File: src/hw/rtl/hmca_pkg.sv
`default_nettype none

package hmca_pkg;

   // Field widths fixed by the beat formats
   localparam int IdWidth       = 16;
   localparam int WeightWidth   = 32;
   localparam int LevelWidth    = 2;
   localparam int PartsWidth    = 9;
   localparam int DistWidth     = 16;
   localparam int CostWidth     = 64;
   localparam int CsrIndexWidth = 3;
   localparam int CsrDataWidth  = 16;

   // Hardware levels, stride and reciprocal widths
   localparam int HwLevels      = 3;
   localparam int StrideWidth   = 2 * PartsWidth;
   localparam int RecipWidth    = 33;
   localparam int RecipShift    = 32;
   localparam int ProdWidth     = IdWidth + RecipWidth;
   localparam int CostProdWidth = WeightWidth + DistWidth;

   // Work queue between front and back end
   localparam int QueueDepth    = 4;
   localparam int QueuePtrWidth = $clog2(QueueDepth);
   localparam int QueueCntWidth = $clog2(QueueDepth + 1);

   // Configuration register map
   typedef enum logic [CsrIndexWidth-1:0] {
      CSR_LEVEL_COUNT = 3'd0,
      CSR_PARTS0      = 3'd1,
      CSR_PARTS1      = 3'd2,
      CSR_PARTS2      = 3'd3,
      CSR_DIST0       = 3'd4,
      CSR_DIST1       = 3'd5,
      CSR_DIST2       = 3'd6
   } csr_index_type;

   typedef struct packed {
      logic [IdWidth-1:0]     src_block;
      logic [IdWidth-1:0]     dst_block;
      logic [WeightWidth-1:0] weight;
      logic                   last_edge;
   } req_beat_type;

   typedef struct packed {
      logic [CostWidth-1:0] total_cost;
   } rsp_beat_type;

   // Level setup seen by the classifier
   typedef struct packed {
      logic [LevelWidth-1:0]              top_level;
      logic [HwLevels-1:0][DistWidth-1:0] distance;
   } level_cfg_type;

   // Reciprocals of the level strides and their status
   typedef struct packed {
      logic                  busy;
      logic                  big2;
      logic [RecipWidth-1:0] recip1;
      logic [RecipWidth-1:0] recip2;
   } recip_type;

   // Classified edge waiting for the back end
   typedef struct packed {
      logic [WeightWidth-1:0] weight;
      logic [DistWidth-1:0]   distance;
      logic                   last_edge;
   } work_type;

endpackage

`default_nettype wire

File: src/hw/rtl/hmca_fifo.sv
`default_nettype none

// Short queue of classified edges between front and back end
module hmca_fifo (
   input  wire logic                  clock,
   input  wire logic                  reset,
   input  wire logic                  push_valid,
   input  wire hmca_pkg::work_type    push_data,
   output logic                       push_ready,
   output logic                       pop_valid,
   output hmca_pkg::work_type         pop_data,
   input  wire logic                  pop_ready
);

   localparam int DP = hmca_pkg::QueueDepth;
   localparam int PT = hmca_pkg::QueuePtrWidth;
   localparam int CT = hmca_pkg::QueueCntWidth;

   hmca_pkg::work_type   mem_ff [DP];
   logic [PT-1:0]        wr_ptr_ff;
   logic [PT-1:0]        rd_ptr_ff;
   logic [CT-1:0]        count_ff;

   logic                 push;
   logic                 pop;

   assign push_ready = (count_ff != CT'(DP));
   assign pop_valid  = (count_ff != '0);
   assign pop_data   = mem_ff[rd_ptr_ff];
   assign push       = push_valid && push_ready;
   assign pop        = pop_valid && pop_ready;

   // Pointers and fill count
   always_ff @(posedge clock) begin
      if (reset) begin
         wr_ptr_ff <= '0;
         rd_ptr_ff <= '0;
         count_ff  <= '0;
      end else begin
         if (push) begin
            wr_ptr_ff <= (wr_ptr_ff == PT'(DP - 1)) ? '0 : wr_ptr_ff + PT'(1);
         end
         if (pop) begin
            rd_ptr_ff <= (rd_ptr_ff == PT'(DP - 1)) ? '0 : rd_ptr_ff + PT'(1);
         end
         if (push && !pop) begin
            count_ff <= count_ff + CT'(1);
         end else if (pop && !push) begin
            count_ff <= count_ff - CT'(1);
         end
      end
   end

   // Storage
   always_ff @(posedge clock) begin
      if (push) begin
         mem_ff[wr_ptr_ff] <= push_data;
      end
   end

   a_count_up: assert property (@(posedge clock) disable iff (reset)
      (push && !pop) |=> (count_ff == $past(count_ff) + CT'(1)))
      else $error("queue count did not grow on push");

   a_ptr_gap: assert property (@(posedge clock) disable iff (reset)
      (count_ff == CT'(DP)) || (count_ff == CT'((wr_ptr_ff - rd_ptr_ff) & PT'(DP - 1)))
      || (wr_ptr_ff >= rd_ptr_ff && count_ff == CT'(wr_ptr_ff - rd_ptr_ff))
      || (wr_ptr_ff < rd_ptr_ff && count_ff == CT'(DP) - CT'(rd_ptr_ff - wr_ptr_ff)))
      else $error("queue pointers disagree with count");

endmodule

`default_nettype wire

File: config.mk
export PLATFORM = sky130hd
export DESIGN_NAME = hmca_fifo
export DESIGN_NICKNAME = d
export VERILOG_FILES = /design/src/hw/rtl/hmca_pkg.sv /design/src/hw/rtl/hmca_fifo.sv
export SDC_FILE = /design/constraint.sdc
export NUM_CORES = 1
export LEC_CHECK = 0
export ABC_AREA = 1
export BUFFER_PORTS_ARGS = -buffer_cell sky130_fd_sc_hd__buf_4
export CAP_MARGIN = 20
export CORE_MARGIN = 2
export CORE_UTILIZATION = 30
export DETAILED_ROUTE_END_ITERATION = 10
export HOLD_SLACK_MARGIN = 0.02
export PLACE_DENSITY_LB_ADDON = 0.3
export SLEW_MARGIN = 20
export SYNTH_ARGS = -nofsm -noshare
export SYNTH_HDL_FRONTEND = slang
export SYNTH_SLANG_ARGS = --single-unit
export TNS_END_PERCENT = 100
File: constraint.sdc
create_clock -name clock -period 3.1 [get_ports clock]
set_clock_uncertainty 0.1 [all_clocks]
set_input_delay 0.465 -clock clock [delete_from_list [all_inputs] [get_ports clock]]
set_output_delay 0.465 -clock clock [all_outputs]
set_load 0.02 [all_outputs]
# Yosys cells after proc, flatten, opt, wreduce, memory -nomap -nowiden
# Memories as Yosys holds them, arrays and structs flattened. A register that Yosys moved wholly into a read port is not among the register bits.
# Index checks and enable logic that the tools add are counted.
[totals] reg_bits=7 mem_bits_rw=196 input_bits=53 elab_cells=27 memories=1
[mem_list] memory="mem_ff" depth=4 word_bits=49 rd=1 rd_clocked_by_memory_dff=1 write_ports=1 line_no="hmca_fifo.sv:19" text="hmca_pkg::work_type mem_ff [DP];"
[op_classes] addsub=4 eq_ne=3 muxes=8 reduce_logical=8
[ops] cell="2-to-1 mux 2 bit" count=4
[ops] cell="2-to-1 mux 3 bit" count=2
[ops] cell="adder 2 x 1 -> 2 bit (second input constant)" count=2
[ops] cell="== test 2 bit (second input constant)" count=2
[ops] cell="logical AND 1 bit" count=4
[ops] cell="adder 3 x 1 -> 3 bit (second input constant)" count=1
[ops] cell="!= test 3 bit (second input constant)" count=1
[ops] cell="nonzero test 3 bit" count=1
[ops] cell="subtractor 3 x 1 -> 3 bit (second input constant)" count=1
[ops] cell="zero test 1 bit" count=2
[ops] cell="2-to-1 mux 1 bit" count=2
[ops] cell="nonzero test 2 bit" count=1

# Longest topological paths before layout
# Gate-level depths: netlist of the first run.
[depth] word_depth=6 depth_mapped=13

# Least setup slack after synthesis of the first run
# Ideal clock, no wire load.
[synth_path] path_kind="flip-flop to flip-flop" startpoint="reg count_ff[0]" endpoint="mem mem_ff[0][0] (netlist name) (enable)" setup_time_ns=0.456 arrival_ns=2.916 required_time_ns=2.544 path_slack_ns=-0.372 stages_incl_launch_ff=5 n_path_buf=0 synth_period_minus_slack_ns=3.472 cell_sequence="dfxtp_1 > nor2_1 > nand2_1 > nand2_1 > nor2_1"
[synth_via] elab_chain_cells=4
[synth_rtl] item="start: declaration" line_no="hmca_fifo.sv:22" text="logic [CT-1:0] count_ff;"
[synth_rtl] item="start signal: assignment" line_no="hmca_fifo.sv:47" text="count_ff <= count_ff + CT'(1);"
[synth_rtl] item="start signal: assignment" line_no="hmca_fifo.sv:49" text="count_ff <= count_ff - CT'(1);"
[synth_rtl] item="!= test 3 bit" line_no="hmca_fifo.sv:27" text="assign push_ready = (count_ff != CT'(DP));"
[synth_rtl] item="via push_ready" line_no="hmca_fifo.sv:9" text="output logic push_ready,"
[synth_rtl] item="logical AND 1 bit" line_no="hmca_fifo.sv:30" text="assign push = push_valid && push_ready;"
[synth_rtl] item="2-to-1 mux 1 bit" line_no="hmca_fifo.sv:56" text="if (push) begin"
[synth_rtl] item="2-to-1 mux 1 bit (implied by the code)" line_no="hmca_fifo.sv:57" text="mem_ff[wr_ptr_ff] <= push_data;"
[synth_rtl] item="end: declaration" line_no="hmca_fifo.sv:19"
# The timed path passes the listed nets, and every way through them passes these cells.

==> reports/metrics.cfg, run 1 <==
[yosys]
ys_seq_area_share_pct=78.2
yosysWarnings=0
synth_nets=603
ys_ff_latch=205
postSynthAreaPerCell_um2=14.3
ys_types=23
synthCells=543
synth.cell_area_um2=7750

[timing]
slew-limit-headroom_pct=43.1
worst_slack_ns=0.335
maxSlewViolCount=0
min_period_over_period_pct=89.2
max_slew.worst_pin.slew_ns=0.852
hold_violations=0
rsz0062_at_grt=no
setup_viol=0
max_freq_mhz=362
fin_worst_hold_slack_ns=0.0566
finalCriticalPeriod_ns=2.76
tns_ns=0

[die]
die_h_um=165
pin_count=104
die_x_um=165
rows=58
start_util_pct=30.7
die_area_um2=27100
core_um2=25300

[global_routing]
grt-ovfl-total=0
groute.usage.overall_pct=13.0
grt_pass1_vias=4812
antenna_found_initial=1
grt_first_pass_wirelength_mm=27.1
grt_start_max_net_pins=99

[clock_network]
cts_buffers=23
insertion_delay_ns=0.50
clock_sinks=205
cts_htree_levels=1
post_cts_buffers=0
cts_hold_buf=1
cts_resized=0
root_buffer=clkbuf_16
clk_pin_slew_ns=0.06
cts_buffer_depth=3
cts_tree=done

[placed_design]
place_hpwl_mm=10.2
place.gp.congestion=0.722
port_buffers=103
place_ws_ns=0.764

[worst_setup_path]
r2r_cells=5
cp.required_ns=2.53
crit_fanout=98
crit_type=register to output port
r2r-end=mem_ff[2][39]$_DFFE_PP_
start_kind=register
r2r_slack_ns=0.81
r2r-start=count_ff[0]$_SDFFE_PP0P_
arrival_ns=2.20
end_kind=output port

[min_path]
hold_path_depth=1
worstHoldStart=push_data[28]
hold-path-endpoint=mem_ff[0][28]$_DFFE_PP_
min_path_type=input port to register

[drt]
vias=4729
vias_per_cell=4.75
firstDrtPassIters=5
met2_wirelength_mm=8.32
wl_met1_mm=8.04
met3_wirelength_um=974
ant_nets=0
dr.max_layer_used=met5
initialDrtViolationCount=410
wl_per_cell_um=17.8
drc=0
wirelength_mm=17.7

[layout]
final_common_cell=edfxtp_1
drive_above_1_share_pct=22.5
diodes=0
layout_common_cells=edfxtp_1 (196), nor2_1 (111), buf_4 (109)
area_growth_pct=24.1
finalNetCount=710

[power]
p_per_area_nw_per_um2=921
vdd_ir_drop_max_mv=0.548
power_leakage_nw=3.37
total_power_mw=8.87

[run]
max-cap-violations=0

[run_status]
status=complete, no violations

-- worst max-delay path by stage --
stage                              endpoint
detailed placement  mem_ff[0][25]$_DFFE_PP_
global route                   pop_data[10]
CTS                            pop_data[43]
global placement    mem_ff[0][25]$_DFFE_PP_
floorplan            mem_ff[0][0]$_DFFE_PP_
finish                         pop_data[39]
-- sequential cells by signal, summed over array words and instances, names as in the netlist, named ones only --
signal     count
wr_ptr_ff      2
rd_ptr_ff      2
mem_ff       196
count_ff       3
-- report_power, final --
group	internal [mW]	switching, mW
Clock	1.62	1.02
Sequential	3.38	0.126
Combinational	0.953	1.77
-- layout make-up --
| cell class | instances | area (um2) |
|---|---|---|
| Clock inverter | 10 | 125 |
| Multi-Input combinational cell | 291 | 1460 |
| Inverter | 16 | 65.1 |
| Tap cell | 330 | 413 |
| Fill cell | 2386 | 15600 |
| Sequential cell | 205 | 6070 |
| Clock buffer | 31 | 606 |
| Timing Repair Buffer | 113 | 888 |
-- worst max-delay path, stage by stage (launching register included) --
cell and delay, ns:
dfxtp_4 0.46, inv_6 0.54, o21ai_0 0.21, o22ai_1 0.26, buf_4 0.19
-- Yosys cell counts --
| library cell | n | area share, % |
|---|---|---|
| o22ai_1 | 49 | 4.0 |
| buf_2 | 12 | 0.77 |
| dfxtp_1 | 9 | 2.3 |
| inv_1 | 14 | 0.68 |
| buf_6 | 7 | 1.0 |
| ha_1 | 6 | 0.97 |
| nand3b_1 | 2 | 0.19 |
| xor2_1 | 1 | 0.11 |
| o21ai_1 | 5 | 0.32 |
| clkbuf_4 | 1 | 0.097 |
| a21oi_1 | 2 | 0.13 |
| buf_4 | 1 | 0.097 |
| clkbuf_1 | 6 | 0.29 |
| nor2_1 | 115 | 5.6 |
| inv_2 | 1 | 0.048 |
| clkbuf_2 | 4 | 0.26 |
| nand2_1 | 14 | 0.68 |
| fa_1 | 1 | 0.26 |
| edfxtp_1 | 196 | 76 |
| nand4_1 | 1 | 0.081 |
| inv_6 | 1 | 0.11 |
| nand3_1 | 1 | 0.064 |
| o21ai_0 | 94 | 6.1 |
-- stage by stage --
stage	cell area [um2]	utilization, %	instances
2_1_floorplan	7750	-	543
3_3_place_gp	8880	35.2	954
3_5_place_dp	8880	35.2	954
5_1_grt	9620	38.1	996
4_1_cts	9620	38.1	996
6_report	9620	38.1	996
-- routing by layer --
metal / vias to the layer above / track usage, %
met4: 2 / 3.08
met5: - / 0
met3: 30 / 3.01
met2: 121 / 21.7
met1: 2349 / 17.4
li1: 2227 / -
-- kinds of logic after synthesis --
kind of cell	synth area share, %
and+or+nand+nor	6.58
AOI/OAI and AO/OA	10.5
DFF	78.2
buffers and inverters	3.37
xor gates and xnor gates	0.113
adders and majority gates	1.23
Note: power is estimated with default switching activity, not from simulation.
==> run 2, diff against run 1 <==
--- a/config.mk
+++ b/config.mk
@@ -5,7 +5,6 @@
 export SDC_FILE = /design/constraint.sdc
 export NUM_CORES = 1
 export LEC_CHECK = 0
-export ABC_AREA = 1
 export BUFFER_PORTS_ARGS = -buffer_cell sky130_fd_sc_hd__buf_4
 export CAP_MARGIN = 20
 export CORE_MARGIN = 2
==> reports/metrics.cfg, run 2 <==
[yosys]
synthCells=304  ; was 543
ys_types=27  ; was 23
synth.cell_area_um2=7550  ; was 7750 um2
postSynthAreaPerCell_um2=24.8  ; was 14.3 um2
synth_nets=364  ; was 603
synthArstFlopShare_pct=0  ; unchanged
yosysWarnings=0  ; unchanged
ys_top_cells_by_count=edfxtp_1 (196), mux4_2 (49), dfxtp_1 (9)  ; was edfxtp_1 (196), nor2_1 (115), o21ai_0 (94)
yosysTopAreaCell=edfxtp_1  ; unchanged
synth-main-ff-cell=edfxtp_1  ; unchanged
synth_edf_count=196  ; unchanged
ys_top_cells_by_area=edfxtp_1 (78%), mux4_2 (15%), dfxtp_1 (2.4%), ha_1 (0.99%), buf_6 (0.45%)  ; was edfxtp_1 (76%), o21ai_0 (6.1%), nor2_1 (5.6%), o22ai_1 (4.0%), dfxtp_1 (2.3%)
yosysTopAreaCellShare_pct=77.9  ; was 75.9%
yosysMostFrequentCell=edfxtp_1  ; unchanged
ys_ff_latch=205  ; unchanged
ys_seq_area_share_pct=80.3  ; was 78.2%

[die]
core_um2=25000  ; was 25300 um2
start_util_pct=30.2  ; was 30.7%
die_x_um=163  ; was 165 um
die_h_um=163  ; was 165 um
rows=58  ; unchanged
die_area_um2=26500  ; was 27100 um2
pin_count=104  ; unchanged

[global_routing]
grt_start_max_net_pins=50  ; was 99
groute.usage.overall_pct=10.9  ; was 13.0%
grt-ovfl-total=0  ; unchanged
antenna_found_initial=0  ; was 1
grt_first_pass_wirelength_mm=21.9  ; was 27.1 mm
grt_pass1_vias=3838  ; was 4812

[layout]
fin_area_um2=9530  ; was 9620 um2
largest_register_ffs=196  ; unchanged
drive_above_1_share_pct=46.8  ; was 22.5%
largest_registers=mem_ff x196, count_ff x3  ; unchanged
final_common_cell=edfxtp_1  ; unchanged
layout_common_cells=edfxtp_1 (196), buf_4 (113), mux4_2 (49)  ; was edfxtp_1 (196), nor2_1 (111), buf_4 (109)
area_growth_pct=26.2  ; was 24.1%
final_core_util_pct=38.2  ; was 38.1%
diodes=0  ; unchanged
regMostFlops=mem_ff  ; unchanged
finalNetCount=492  ; was 710

[run_status]
status=complete, no violations  ; unchanged

[placed_design]
port_buffers=103  ; unchanged
place.gp.congestion=0.714  ; was 0.722
placed_area_um2=8790  ; was 8880 um2
place_hpwl_mm=8.77  ; was 10.2 mm
place_ws_ns=0.513  ; was 0.764 ns

[worst_setup_path]
arrival_ns=2.03  ; was 2.20 ns
cp.required_ns=2.53  ; about the same
cp_slowest_stage_delay_ns=0.59  ; was 0.54 ns
cp_cell_sequence=buf_4 -> mux4_2 -> buf_4  ; was inv_6 -> o21ai_0 -> o22ai_1 -> buf_4
crit_buf_inv=2  ; unchanged
end_kind=output port  ; unchanged
cpMostUsedCell=buf_4
cp_slowest_cell=dfxtp_2  ; was inv_6
cp_top_family=flip-flops  ; was buffers and inverters
crit_fanout=19  ; was 98
start_kind=register  ; unchanged
crit_type=register to output port  ; unchanged

[drt]
wl_per_cell_um=18.7  ; was 17.8 um
vias_per_cell=4.50  ; was 4.75
initialDrtViolationCount=141  ; was 410
vias=3494  ; was 4729
ant_nets=0  ; unchanged
wirelength_mm=14.6  ; was 17.7 mm
drc=0  ; unchanged
firstDrtPassIters=6  ; was 5

[timing]
max_slew.worst_pin.slew_ns=0.557  ; was 0.852 ns
slew-limit-headroom_pct=62.6  ; was 43.1%
hold_violations=0  ; unchanged
maxSlewViolCount=0  ; unchanged
rsz0062_at_grt=no  ; unchanged
setup_viol=0  ; unchanged
max_freq_mhz=385  ; was 362 MHz
min_period_over_period_pct=83.7  ; was 89.2%
fin_worst_hold_slack_ns=0.0716  ; was 0.0566 ns
worst_slack_ns=0.505  ; was 0.335 ns
finalCriticalPeriod_ns=2.60  ; was 2.76 ns
tns_ns=0  ; unchanged

[clock_network]
post_cts_buffers=0  ; unchanged
cts_tree=done  ; unchanged
cts_buffer_depth=3  ; unchanged
cts_resized=0  ; unchanged
cts_htree_levels=1  ; unchanged
insertion_delay_ns=0.49  ; was 0.50 ns
root_buffer=clkbuf_16  ; unchanged
cts_hold_buf=0  ; was 1
cts_buffers=23  ; unchanged
clock_sinks=205  ; unchanged
clk_pin_slew_ns=0.06  ; about the same

[power]
vdd_ir_drop_max_mv=0.458  ; was 0.548 mV
p_per_area_nw_per_um2=835  ; was 921 nW/um2
power_leakage_nw=3.21  ; was 3.37 nW

[run]
max-cap-violations=0  ; unchanged

[min_path]
min_path_type=input port to register  ; unchanged

run 2: logic make-up after synthesis:
kind of cell	share of synthesized area [%]
DFF	80.3
muxes	15.0
and+or+nand+nor	1.41
buffers and inverters	1.29
adders and majority gates	1.26
AOI/OAI and AO/OA	0.464
xor gates and xnor gates	0.232
run 2: layer usage:
layer / GRT usage [%] / up-vias / wire length [um]
met2: 18.8 / 77 / 7320
met3: 3.26 / 22 / 916
met5: 0 / - / 0
met4: 2.86 / 0 / 229
li1: - / 1542 / -
met1: 13.5 / 1853 / 6090
run 2: worst paths after layout:
kind / from / end / slack [ns] / depth (start not counted)
worst max-delay path: register / pop_data[27] / 0.50 / 3
worst min register to register: rd_ptr_ff[0]$_SDFFE_PP0P_ / register / 0.39 / 2
worst min-delay path: push_data[17] / mem_ff[2][17]$_DFFE_PP_ / 0.07 / 1
worst max register to register: count_ff[0]$_SDFFE_PP0P_ / count_ff[2]$_SDFFE_PP0P_ / 0.53 / 7
run 2: area by class of cell:
| cell class | instances | area [um2] |
|---|---|---|
| Sequential cell | 205 | 6070 |
| Fill cell | 2297 | 15400 |
| Clock buffer | 24 | 579 |
| Timing Repair Buffer | 116 | 908 |
| Clock inverter | 16 | 159 |
| Tap cell | 330 | 413 |
| Multi-Input combinational cell | 83 | 1390 |
| Inverter | 3 | 11.3 |
run 2: power by group:
part	internal [mW]	switching, mW	leakage, nW	total [mW]
Clock	1.60	1.03	0.351	2.62
Combinational	0.875	1.00	0.983	1.88
Sequential	3.36	0.0949	1.87	3.46
run 2: through the flow:
stage / instances / power, mW
final: 777 / 7.96
after global placement: 737 / 5.40
after CTS: 777 / 8.12
after floorplan: 304 / 4.68
after global routing: 777 / 8.33
after detailed placement: 737 / 5.45
